<file path="config.mk">
export PLATFORM = sky130hd
export DESIGN_NAME = tfrb_div
export DESIGN_NICKNAME = d
export VERILOG_FILES = /design/src/tfrb_pkg.sv /design/src/tfrb_div.sv
export SDC_FILE = /design/constraint.sdc
export NUM_CORES = 1
export LEC_CHECK = 0
export BUFFER_PORTS_ARGS = -buffer_cell sky130_fd_sc_hd__buf_4
export CORE_ASPECT_RATIO = 1.2
export CORE_MARGIN = 8
export CORE_UTILIZATION = 59
export CTS_BUF_LIST = sky130_fd_sc_hd__clkbuf_16
export DETAILED_ROUTE_END_ITERATION = 10
export GPL_TIMING_DRIVEN = 0
export HOLD_SLACK_MARGIN = 0.05
export PLACE_DENSITY = 0.86
export SETUP_SLACK_MARGIN = 0.05
export SLEW_MARGIN = 20
export SYNTH_ARGS = -nofsm -noshare
export SYNTH_HDL_FRONTEND = slang
export SYNTH_SLANG_ARGS = --single-unit
</file>
<file path="constraint.sdc">
create_clock -name clk -period 3.8 [get_ports clk]
set_clock_uncertainty 0.05 [all_clocks]
set_input_delay 1.14 -clock clk [delete_from_list [all_inputs] [get_ports clk]]
set_output_delay 1.14 -clock clk [all_outputs]
set_load 0.01 [all_outputs]
</file>
<file path="src/tfrb_pkg.sv">
`default_nettype none
// ---------------------------------------------------------------------------
// tfrb_pkg
// Shared types and constants for the timestamped frame ring blend core.
// ---------------------------------------------------------------------------
package tfrb_pkg;

    localparam int RING_SLOTS      = 8;
    localparam int SLOT_W          = $clog2(RING_SLOTS);
    localparam int FRAME_BYTES_MAX = 65536;
    localparam int IDX_W           = 16;
    localparam int ADDR_W          = $clog2(RING_SLOTS * FRAME_BYTES_MAX);
    localparam int FSIZE_W         = 17;
    localparam int WEIGHT_BITS     = 16;
    localparam int WGT_W           = WEIGHT_BITS + 1;
    localparam int DCNT_W          = $clog2(WEIGHT_BITS);
    localparam int FILL_W          = $clog2(RING_SLOTS + 1);
    localparam int TIME_W          = 64;

    // item kinds
    localparam logic [1:0] KIND_WRITE   = 2'd0;
    localparam logic [1:0] KIND_NEAREST = 2'd1;
    localparam logic [1:0] KIND_PAIR    = 2'd2;
    localparam logic [1:0] KIND_READ    = 2'd3;

    // result status codes
    localparam logic [1:0] STAT_OK      = 2'd0;
    localparam logic [1:0] STAT_NONE    = 2'd1;
    localparam logic [1:0] STAT_RANGE   = 2'd2;

    // pair modes
    localparam logic [1:0] MODE_BLEND   = 2'd0;
    localparam logic [1:0] MODE_EARLY   = 2'd1;
    localparam logic [1:0] MODE_LATE    = 2'd2;
    localparam logic [1:0] MODE_SINGLE  = 2'd3;

    typedef enum logic [3:0] {
        ST_IDLE,
        ST_DISPATCH,
        ST_NEAR,
        ST_PAIR,
        ST_PAIR_END,
        ST_DIV,
        ST_RD_L,
        ST_BLEND,
        ST_FINISH
    } state_t;

    typedef struct packed {
        logic              start;
        logic [TIME_W-1:0] num;
        logic [TIME_W-1:0] den;
    } div_req_t;

endpackage : tfrb_pkg
`default_nettype wire

</file>
<file path="src/tfrb_div.sv">
`default_nettype none
// ---------------------------------------------------------------------------
// tfrb_div
// Restoring fractional divider: floor(num * 2^WEIGHT_BITS / den), num < den,
// one quotient bit per cycle.
// ---------------------------------------------------------------------------
module tfrb_div (
    input  wire logic                       clk,
    input  wire logic                       rst_n,
    input  wire tfrb_pkg::div_req_t         req,
    output logic                            done,
    output logic [tfrb_pkg::WEIGHT_BITS-1:0] quot
);
    import tfrb_pkg::*;

    logic                   busy_reg, busy_next;
    logic                   done_reg, done_next;
    logic [DCNT_W-1:0]      cnt_reg, cnt_next;
    logic [TIME_W-1:0]      rem_reg, rem_next;
    logic [TIME_W-1:0]      den_reg, den_next;
    logic [WEIGHT_BITS-1:0] q_reg, q_next;
    logic [TIME_W:0]        shifted;
    logic                   take;

    // load on start, else one shift and subtract step while busy
    always_comb
    begin
        shifted   = {rem_reg, 1'b0};
        take      = (shifted >= {1'b0, den_reg});
        busy_next = busy_reg;
        done_next = 1'b0;
        cnt_next  = cnt_reg;
        rem_next  = rem_reg;
        den_next  = den_reg;
        q_next    = q_reg;
        if (req.start)
        begin
            busy_next = 1'b1;
            cnt_next  = '0;
            rem_next  = req.num;
            den_next  = req.den;
            q_next    = '0;
        end
        else if (busy_reg)
        begin
            rem_next = take ? TIME_W'(shifted - {1'b0, den_reg}) : shifted[TIME_W-1:0];
            q_next   = {q_reg[WEIGHT_BITS-2:0], take};
            cnt_next = cnt_reg + 1'b1;
            if (cnt_reg == DCNT_W'(WEIGHT_BITS - 1))
            begin
                busy_next = 1'b0;
                done_next = 1'b1;
            end
        end
    end

    always_ff @(posedge clk or negedge rst_n)
    begin
        if (!rst_n)
        begin
            busy_reg <= 1'b0;
            done_reg <= 1'b0;
            cnt_reg  <= '0;
        end
        else
        begin
            busy_reg <= busy_next;
            done_reg <= done_next;
            cnt_reg  <= cnt_next;
        end
    end

    always_ff @(posedge clk)
    begin
        rem_reg <= rem_next;
        den_reg <= den_next;
        q_reg   <= q_next;
    end

    assign done = done_reg;
    assign quot = q_reg;

endmodule : tfrb_div
`default_nettype wire

</file>
; Word level (Yosys, flattened, before mapping)
; Cells that the tools add are included.
[op_classes]
n_reduce_logical = 1
n_addsub = 2
n_eq_ne = 1
mux = 11
order_cmp = 1
[op_table]
columns = op, n
row1 = two-way mux 64 bit, 3
row2 = greater-or-equal comparator 65 x 64 -> 1 bit, 1
row3 = subtractor 64 bit, 1
row4 = two-way mux 4 bit, 2
row5 = two-way mux 1 bit, 6
row6 = "adder 4 x 1 -> 4 bit, second input constant", 1
row7 = "== test 4 bit, second input constant", 1
row8 = nonzero test 2 bit, 1
[totals]
output_inout_bits = 17
reg_bits = 150
wordCells = 22

; Depth between registers and ports, before layout
; Gate-level depths: netlist (run 1).
[depth]
ltp_word = 4
depth_mapped = 15
mapped_depth_nobuf = 12

; Least setup slack after synthesis (run 1)
; Ideal clock, no wire load.
[synth_timing]
path_kind = reg-to-reg
startpoint = register rem_reg[27]
endpoint = register rem_reg[20], data pin
synth_period_minus_slack_ns = 3.294
setup_time_ns = 0.270
required_time_ns = 3.480
path_stages_with_launch = 15
path_slack_ns = 0.506
arrival_ns = 2.974
path_buffers = 3
path_cell_list = edfxtp_1 ha_1 clkbuf_1 a21oi_1 o21ai_1 a21o_1 a221o_1 or3_1 o211ai_4 a21oi_4 or2_4 buf_12 buf_8 o21ai_1 a21oi_1
[synth_via]
elab_chain_len = 4
[synth_lines]
columns = item, line
row1 = "start, declared", tfrb_div.sv:19  ; logic [TIME_W-1:0] rem_reg, rem_next;
row2 = "start signal, assigned", tfrb_div.sv:75  ; rem_reg <= rem_next;
row3 = greater-or-equal comparator 65 x 64 -> 1 bit, tfrb_div.sv:29  ; take = (shifted >= {1'b0, den_reg});
row4 = two-way mux 64 bit, tfrb_div.sv:46  ; rem_next = take ? TIME_W'(shifted - {1'b0, den_reg}) : shifted[TIME_W-1:0];
row5 = two-way mux 64 bit, tfrb_div.sv:44  ; else if (busy_reg)
row6 = two-way mux 64 bit, tfrb_div.sv:36  ; if (req.start)
row7 = net rem_next[20], tfrb_div.sv:19
; The timed path passes the listed nets, and every way through them passes these cells. The select of a mux whose other input is x is not followed.
; A chain may end at the register's enable or synchronous reset.

; Final worst setup path (run 1)
[layout_timing]
startpoint = register rem_reg[0]
endpoint = register rem_reg[60], data pin
[layout_via]
elab_chain_len = 4
[layout_lines]
columns = item, line
row1 = subtractor 64 bit or greater-or-equal comparator 65 x 64 -> 1 bit (tied branches), "tfrb_div.sv:46, tfrb_div.sv:29"
row2 = two-way mux 64 bit *, tfrb_div.sv:46
row3 = two-way mux 64 bit *, tfrb_div.sv:44
row4 = two-way mux 64 bit *, tfrb_div.sv:36
row5 = net rem_next[60], tfrb_div.sv:19
; The timed path passes the listed nets; every way through them passes the cells marked *. The select of a mux whose other input is x is not followed.

==> flow_metrics.tcl, run 1 <==
set metrics [dict create \
    outcome "finished, final reports clean" \
    swShare_pct 45.1 \
    cts-root-buf "clkbuf_16" \
    wire_per_inst_um 20.4 \
    seqPwrFrac_pct 25.4 \
    hold_viol 0 \
    synthFlopType "edfxtp_1" \
    power_frac_comb_pct 58.1 \
    criticalPathCategory "reg2reg" \
    synth_edf_count 128 \
    track_usage_pct 27.9 \
    cts.sinks 150 \
    fmax_ghz 0.269 \
    postPlaceCellArea_mm2 0.0117 \
    drv_cap 0 \
    worst_slew_pin_slew_ns 0.895 \
    hold_class "in2async" \
    setup_tns_ns 0 \
    initial_utilization_pct 59.4 \
    p_switching_w 0.00464 \
    antenna_found_initial 0 \
    htreeDepth 4 \
    via_count 9245 \
    routed_wl_um 31000 \
    synth_compound_area_share_pct 19.9 \
    grt_pass1_wl_um 48000 \
    drc 0 \
    r2r-end "rem_reg[60]" \
    ys_seq_elements 150 \
    syn_inst 1118 \
    io_pins 148 \
    seq_area_frac_synth_pct 41.9 \
    area_growth_syn_to_layout_pct 21.4 \
    synth_cell_types 74 \
    yosys_warnings 0 \
    synth_top_family_by_area "compound AO/OA/AOI/OAI gates" \
    r2r-start "rem_reg[0]" \
    p_int_w 0.00564 \
    ant_nets 0 \
    setup_viol 0 \
    rows 53 \
    diodes 0 \
    maxSlewViolCount 0 \
    syn-num-nets 1315 \
    drt-pass1-iter-count 7 \
    cp_data_required_time_ns 3.94 \
    fp.dieH_um 161 \
    die-area_mm2 0.0219 \
    core_region_area_mm2 0.0173 \
    dp_cells 1486 \
    fin_crit_ns 3.71 \
    start_kind "flip-flop" \
    synth_area_mm2 0.0103 \
    totalPowerFinal_w 0.0103 \
    tritoncts "built" \
    vias_per_cell 6.08 \
    drive_above_1_share_pct 21.3 \
    io_buffer_count 147 \
    slew_headroom_pct 40.3 \
    cp.arrival_ns 3.85 \
    die_x_um 137 \
    cts_hold_buf 0 \
    clk_latency_ns 0.44 \
    p_per_area_mw_per_mm2 824 \
    synthMuxAreaShare_pct 1.86 \
    grt_overflow 0 \
    place_congestion 0.996 \
    drtIter0Drc 903 \
    cts-buffers-inserted 17 \
    clkPwrFrac_pct 16.6 \
    grt_pass1_vias 9530 \
    rsz0062_at_grt "yes" \
    synthAdderAreaFrac_pct 8.10 \
    grt_max_degree 66 \
    fin_crit_sh_pct 97.6 \
    synth-simple-area-share_pct 16.8 \
    design_area_mm2 0.0125 \
    nets 1485 \
    instances_no_fill 1521 \
    endpoint_kind "flip-flop" \
    synthArstFlopShare_pct 4.00 \
    ir_worst_vdd_v 0.000373 \
    cp_max_fo 4 \
    clk_path_buf_depth 2 \
    n_fill_cell 1296 \
    hpwl_um 23100 \
    synthXorXnorAreaFrac_pct 4.68 \
    syn_area_per_cell_um2 9.20 \
    reg2reg_setup_slack_ns 0.09 \
    path_clk_slew_ns 0.07 \
    leakage_nw 5.44 \
    rr_worst_depth 12 \
]
per-stage QoR:
step           hold slack (ns)  setup slack [ns]  util (%)
2_1_floorplan            0.455             0.506         -
3_3_place_gp             0.431            -0.857      67.4
3_5_place_dp             0.465            -0.361      67.6
4_1_cts                  0.431            0.0538      71.2
5_1_grt                  0.435           0.00621      72.1
6_report                 0.439            0.0893      72.1
repair_timing:
action | 4_1_cts | 5_1_grt
buffers inserted | 3 | 9
setup endpoints to repair | 63 | 93
hold endpoints to repair | 0 | 0
resized for setup | 8 | 34
pin swaps | 1 | 11
worst max-delay path, stage by stage (launching register included):
cell	delay [ns]
edfxtp_1	0.40
inv_1	0.08
fa_1	0.43
nor2b_1	0.26
o21bai_1	0.15
a21oi_1	0.43
a211o_1	0.34
a211oi_4	0.13
o211ai_1	0.34
a31oi_1	0.23
o21bai_1	0.22
xor2_1	0.11
a221o_1	0.30
cell type report:
class	instances	area (um^2)	area share, %
multi-input cells	812	5400	43.3
flip-flops and latches	150	4310	34.6
repair buffers	160	1220	9.81
clock buffers	17	425	3.41
plain buffers	59	354	2.84
inverters	88	330	2.65
well taps	220	275	2.20
clock inverters	15	159	1.27
cell usage after synthesis (all sizes together) (5+ instances only):
library cell	number	area, um^2
buf	22	186
mux2i	18	180
and3	10	62.6
nor3	14	80.1
a211oi	8	70.1
o211ai	9	81.3
nand4	26	163
nor2b	10	62.6
nand2b	5	31.3
ha	65	813
a21o	25	188
xor2	18	158
nand3	13	65.1
a2bb2oi	8	76.3
nor2	107	409
clkbuf	46	174
and4	5	43.8
o21a	9	67.6
xnor2	37	324
o21ai	51	255
a21oi	95	487
nand2	143	604
a31oi	51	319
dfxtp	16	320
edfxtp	128	3840
or3	6	37.5
o21bai	20	150
dfrtp	6	150
inv	88	330
nor4	7	62.6
a221o	8	80.1
o31ai	5	37.5
cell families after synthesis:
| logic type | after synthesis |
|---|---|
| AND/OR/NAND/NOR | 360 |
| AO/OA/AOI/OAI | 312 |
| buffers and inverters | 156 |
| flip-flops | 150 |
| adder cells (fa/ha/maj) | 66 |
| XOR/XNOR | 55 |
| multiplexers | 19 |
how the worst max path moves through the flow:
stage               slack, ns         from  depth (start not counted)     endpoint
finish                   0.09   rem_reg[0]                         12  rem_reg[60]
global route            0.006   rem_reg[6]                         12  rem_reg[50]
CTS                      0.05   rem_reg[8]                         12  rem_reg[50]
detailed placement      -0.36     req[128]                          7  rem_reg[25]
global placement        -0.86     req[128]                          4  rem_reg[32]
floorplan                0.51  rem_reg[27]                         14  rem_reg[20]
per-layer routing:
metal / part of all wire (%) / GRT usage, %
met1: 39 / 31.6
met2: 50 / 48.2
met3: 6.9 / 5.44
met4: 4.4 / 14.4
met5: 0 / 0
cell usage in the layout, fill, tap and decap left out, types with 11 or more instances in the layout:
| master | n |
|---|---|
| dfxtp_1 | 16 |
| clkbuf_1 | 36 |
| ha_1 | 60 |
| a31oi_1 | 48 |
| mux2i_1 | 18 |
| clkbuf_16 | 17 |
| nor2_1 | 105 |
| nand4_1 | 26 |
| nand3_1 | 12 |
| xnor2_1 | 37 |
| xor2_1 | 18 |
| o21ai_0 | 43 |
| nand2_1 | 116 |
| nand2_2 | 27 |
| a21oi_1 | 90 |
| edfxtp_1 | 128 |
| o21bai_1 | 20 |
| a21o_1 | 25 |
| inv_1 | 87 |
| buf_4 | 163 |
| nor3_1 | 11 |
power groups by stage:
stage | Combinational [W] | Sequential [W] | Clock [W]
2_1_floorplan | 0.00426 | 0.00253 | 0
3_3_place_gp | 0.00545 | 0.00260 | 0
3_5_place_dp | 0.00556 | 0.00262 | 0
4_1_cts | 0.00568 | 0.00260 | 0.00171
5_1_grt | 0.00646 | 0.00265 | 0.00179
6_report | 0.00597 | 0.00261 | 0.00170
No activity file was read; power rests on OpenSTA's default activity.
==> inputs of run 2 (changes only) <==
Settings changed: CAP_MARGIN from default to 20, CORE_ASPECT_RATIO 1.2 to default.
==> run 2 against run 1 <==
Fmax up 1.1%; core utilization up 0.49 points; sequential share of layout area barely moved; non-clock buffer count decreased by 1; worst hold slack better by 0.0033 ns; global-route usage is 0.62 points lower; sequential power about the same; clock-buffer cell count unchanged; combinational power decreased by 1%; clock power is essentially flat; first-iteration DRC count grew 5.0%; largest cell class unchanged; largest power group unchanged; highest routed layer unchanged.
==> flow_metrics.tcl, run 2 (same netlist as run 1, synthesis figures left out) <==
set metrics [dict create \
    worst_slew_pin_slew_ns 0.880 \
    cp_num_buf_inv 4 \
    grt_max_degree 66 \
    crit_chain "inv_1 -> ha_1 -> clkbuf_1 -> a21oi_1 -> o21ai_1 -> a21o_1 -> a221o_1 -> or3_4 -> o211ai_4 -> a21oi_4 -> nor2_4 -> buf_6 -> buf_2 -> nand2_1 -> a31oi_1" \
    core_region_area_mm2 0.0172 \
    vias_per_cell 6.10 \
    wire_per_inst_um 19.9 \
    io_pins 148 \
    die-area_mm2 0.0219 \
    cp_max_fo 10 \
    drive_above_1_share_pct 21.1 \
    fin_crit_ns 3.67 \
    criticalPathCategory "reg2reg" \
    nets 1484 \
    path_delay_family "compound AO/OA/AOI/OAI gates" \
    p_per_area_mw_per_mm2 817 \
    multiInputGateArea_mm2 0.00541 \
    fmax_ghz 0.272 \
    outcome "finished, final reports clean" \
    routed_wl_um 30400 \
    final_cell_mix "161 x buf_4, 128 x edfxtp_1, 116 x nand2_1" \
    n_fill_cell 1292 \
    instances_no_fill 1525 \
    diodes 0 \
    fp.dieH_um 148 \
    hold_viol 0 \
    start_kind "flip-flop" \
    leakage_nw 5.42 \
    via_count 9303 \
    grt_pass1_vias 9250 \
    rsz0062_at_grt "yes" \
    clk_latency_ns 0.44 \
    path_clk_slew_ns 0.07 \
    place_congestion 0.982 \
    drt-pass1-iter-count 6 \
    endpoint_kind "flip-flop" \
    track_usage_pct 27.2 \
    initial_utilization_pct 59.9 \
    drtIter0Drc 948 \
    area_growth_syn_to_layout_pct 21.3 \
    slowest_stage "edfxtp_1" \
    tritoncts "built" \
    io_buffer_count 147 \
    die_x_um 148 \
    drv_cap 0 \
    dp_cells 1491 \
    setup_viol 0 \
    grt_overflow 0 \
    hold_class "in2async" \
    antenna_found_initial 0 \
    clk_path_buf_depth 2 \
    worst_slack_ns 0.129 \
    seqCellArea_mm2 0.00431 \
    slew_headroom_pct 41.3 \
    rows 48 \
    post-place-ws_ns -0.302 \
    ant_nets 0 \
    ir_worst_vdd_v 0.000547 \
    fin_crit_sh_pct 96.6 \
    grt_pass1_wl_um 47400 \
    hpwl_um 22600 \
    cts-root-buf "clkbuf_16" \
    cp_data_required_time_ns 4.02 \
    htreeDepth 4 \
    cts.sinks 150 \
    final_common_cell "buf_4" \
    totalPowerFinal_w 0.0102 \
    drc 0 \
    maxSlewViolCount 0 \
    cts-buffers-inserted 17 \
    cp.arrival_ns 3.89 \
    slowest_delay_ns 0.43 \
]
==> run 2: final cells by class <==
class	instances	area share [%]
inverter	88	2.65
clock buffer	17	3.41
tap	225	2.26
clock inverter	15	1.27
timing repair buffer	158	9.67
buffer	60	2.78
multi-input combinational	812	43.4
sequential	150	34.6
==> run 2: power breakdown <==
group	internal [W]	leakage, nW	switching (W)
sequential	0.00234	1.50	0.000270
combinational	0.00239	3.63	0.00352
clock	0.000878	0.290	0.000803
==> run 2: worst paths after layout <==
kind	slack, ns	endpoint	startpoint	depth (start not counted)
max	0.13	rem_reg[11]	den_reg[28]	15
min	0.44	cnt_reg[0]	rst_n	1
max reg2reg	0.13	rem_reg[11]	den_reg[28]	15
min reg2reg	0.47	quot[15]	quot[15]	2
max in group asynchronous	3.15	cnt_reg[3]	rst_n	1
min in group clk	0.47	quot[15]	quot[15]	2
==> run 2: timing repair <==
item	CTS	global route
pin swaps	2	10
gates resized for setup	3	32
hold buffers	0	0
endpoints found under the setup margin	64	64
setup buffers	4	6
==> run 2: per-layer routing <==
metal,vias up,routed length [um],global-route usage [%]
met4,0,697,9.59
met3,61,2630,5.99
met5,-,0,0
met1,4416,12700,35.0
li1,4366,-,-
met2,460,14400,44.4
==> run 2: through the flow <==
stage               area, um^2  utilization, %  hold WS (ns)  setup TNS, ns
floorplan                10300               -         0.455              0
global placement         11700            68.0         0.427         -59.87
detailed placement       11700            68.1         0.451         -19.23
CTS                      12300            71.8         0.435              0
global route             12500            72.6         0.432              0
finish                   12500            72.6         0.442              0
==> inputs of run 3 (changes only) <==
Settings changed: ABC_AREA from default to 1, CORE_UTILIZATION 59 to 60.
==> run 3 against run 2 <==
Core utilization decreased by 2.2 points; cell area increased by 17%; sequential share of layout area decreased by 5.1 points; sequential power decreased by 3%; register-to-register slack improved by 0.09 ns; synthesized cell count increased by 73%; non-clock buffer count decreased by 35; die area increased by 18%; critical endpoint is now rem_reg[33].
==> flow_metrics.tcl, run 3 <==
set metrics [dict create \
    die-area_mm2 0.0258 \
    ys_seq_elements 150 \
    htreeDepth 4 \
    synthArstFlopShare_pct 4.00 \
    synthFlopType "edfxtp_1" \
    totalPowerFinal_w 0.0113 \
    worst_slack_ns 0.220 \
    ir_worst_vdd_v 0.000444 \
    wire_per_inst_um 18.3 \
    hold_viol 0 \
    synth_area_mm2 0.0125 \
    start_kind "flip-flop" \
    antenna_found_initial 0 \
    rows 53 \
    synthXorXnorAreaFrac_pct 2.16 \
    drc 0 \
    synth_compound_area_share_pct 4.11 \
    fin_crit_ns 3.58 \
    drt-pass1-iter-count 6 \
    synth-simple-area-share_pct 38.5 \
    grt_overflow 0 \
    synth_edf_count 128 \
    cts-buffers-inserted 17 \
    io_pins 148 \
    grt_max_degree 68 \
    cp_num_buf_inv 3 \
    ys_top_cells_by_area "edfxtp_1 31%, nand2_1 23%, inv_1 12%, ha_1 6.5%, nand3_1 4.9%" \
    yosys_warnings 0 \
    synthAdderAreaFrac_pct 6.64 \
    slowest_delay_ns 0.61 \
    drv_cap 0 \
    cts_setup_buffers 0 \
    endpoint_kind "flip-flop" \
    cp.arrival_ns 3.71 \
    initial_utilization_pct 60.4 \
    die_x_um 161 \
    drtIter0Drc 1482 \
    final_cell_mix "777 x nand2_1, 404 x inv_1, 147 x buf_4" \
    syn_area_per_cell_um2 6.49 \
    area_growth_syn_to_layout_pct 16.5 \
    ant_nets 0 \
    yosys.area.top_type_share_pct 30.6 \
    setup_tns_ns 0 \
    criticalPathCategory "reg2reg" \
    clk_path_buf_depth 2 \
    rsz0062_at_grt "no" \
    fmax_ghz 0.279 \
    path_clk_slew_ns 0.08 \
    seq_area_frac_synth_pct 34.4 \
    fin_util_pct 70.4 \
    synth.top_cells.by_count "777 x nand2_1, 404 x inv_1, 128 x edfxtp_1" \
    worst_slew_pin_slew_ns 1.00 \
    final_common_cell "nand2_1" \
    io_buffer_count 147 \
    slowest_stage "clkbuf_1" \
    clk_latency_ns 0.45 \
    vias_per_cell 5.44 \
    maxSlewViolCount 0 \
    via_count 13000 \
    slew_headroom_pct 33.2 \
    syn-num-nets 2131 \
    cp_data_required_time_ns 3.93 \
    setup_viol 0 \
    drive_above_1_share_pct 11.3 \
    grt_pass1_wl_um 67400 \
    cts-root-buf "clkbuf_16" \
    place_congestion 1.02 \
    track_usage_pct 33.6 \
    crit_path_frequent_cell "nand2_1" \
    tritoncts "built" \
    cts_hold_buf 0 \
    nets 2298 \
    synthMuxAreaShare_pct 0 \
    leakage_nw 8.07 \
    post-place-ws_ns -0.120 \
    core_region_area_mm2 0.0208 \
    path_delay_family "simple AND/OR/NAND/NOR gates" \
    cts.sinks 150 \
    cp_max_fo 10 \
    synth_cell_types 38 \
    crit_chain "ha_1 -> nand2_1 -> inv_1 -> nand2_1 -> nand2_1 -> inv_2 -> nand3_2 -> nand2_1 -> nand2_2 -> nand2_1 -> nand2_2 -> nand2_4 -> clkbuf_1 -> nand3b_1 -> nand3_1 -> nand2_1" \
    fin_crit_sh_pct 94.2 \
    diodes 0 \
    routed_wl_um 43800 \
    hpwl_um 35500 \
    synth_top_area_cell "edfxtp_1" \
    p_per_area_mw_per_mm2 774 \
    grt_pass1_vias 12600 \
    cts_resized 0 \
    synth_top_family_by_area "simple AND/OR/NAND/NOR gates" \
    fp.dieH_um 161 \
    outcome "finished, final reports clean" \
    synthMostInstantiatedCell "nand2_1" \
    hold_class "in2async" \
    syn_inst 1934 \
]
run 3: cell types whose count changed after synthesis, moves of 24 or more:
cell	delta
a21o_1	-25
clkbuf_1	-30
inv_1	+317
nand2_2	-24
nand3b_1	+62
nand3_1	+111
a21oi_1	-45
a31oi_1	-51
nand2_1	+661
run 3: kinds of logic after synthesis:
family	Yosys count
adders and majority gates	66
buffers and inverters	461
AOI/OAI and AO/OA	95
xor gates and xnor gates	31
and+or+nand+nor	1131
DFF	150
run 3: path summary, 6_finish.rpt:
path / from / to / slack, ns / cells past startpoint
worst max-delay path: rem_reg[6] / rem_reg[33] / 0.22 / 16
worst min-delay path: rst_n / done / 0.42 / 1
worst max register to register: rem_reg[6] / rem_reg[33] / 0.22 / 16
worst min register to register: quot[11] / quot[11] / 0.46 / 2
max in group asynchronous: rst_n / busy_reg / 3.16 / 1
min in group clk: quot[11] / quot[11] / 0.46 / 2
run 3: power by group:
| part | switching, W | total [W] | internal (W) |
|---|---|---|---|
| registers | 0.000223 | 0.00252 | 0.00230 |
| logic | 0.00471 | 0.00704 | 0.00233 |
| clock network | 0.000867 | 0.00175 | 0.000888 |
run 3: cell type report:
cell class	count	area (um^2)
timing repair buffer	148	1120
inverter	426	1600
tap	275	344
fill	1736	6150
buffer	35	190
multi-input combinational	1323	6440
clock inverter	15	169
clock buffer	17	425
sequential	150	4310
run 3: per-stage QoR:
step           hold WS (ns)  cells  area (um^2)
6_report              0.424   2389        14600
5_1_grt               0.425   2389        14600
4_1_cts               0.422   2389        14600
3_5_place_dp          0.438   2357        14000
3_3_place_gp          0.408   2356        14000
2_1_floorplan         0.384   1934        12500
run 3: routing by layer:
layer | wire length, um | global-route usage (%) | up-vias | share of wire (%)
li1 | - | - | 6282 | -
met5 | 0 | 0 | - | 0
met3 | 4970 | 9.75 | 120 | 11
met4 | 1800 | 15.3 | 0 | 4.1
met2 | 19400 | 52.5 | 780 | 44
met1 | 17600 | 42.3 | 5820 | 40
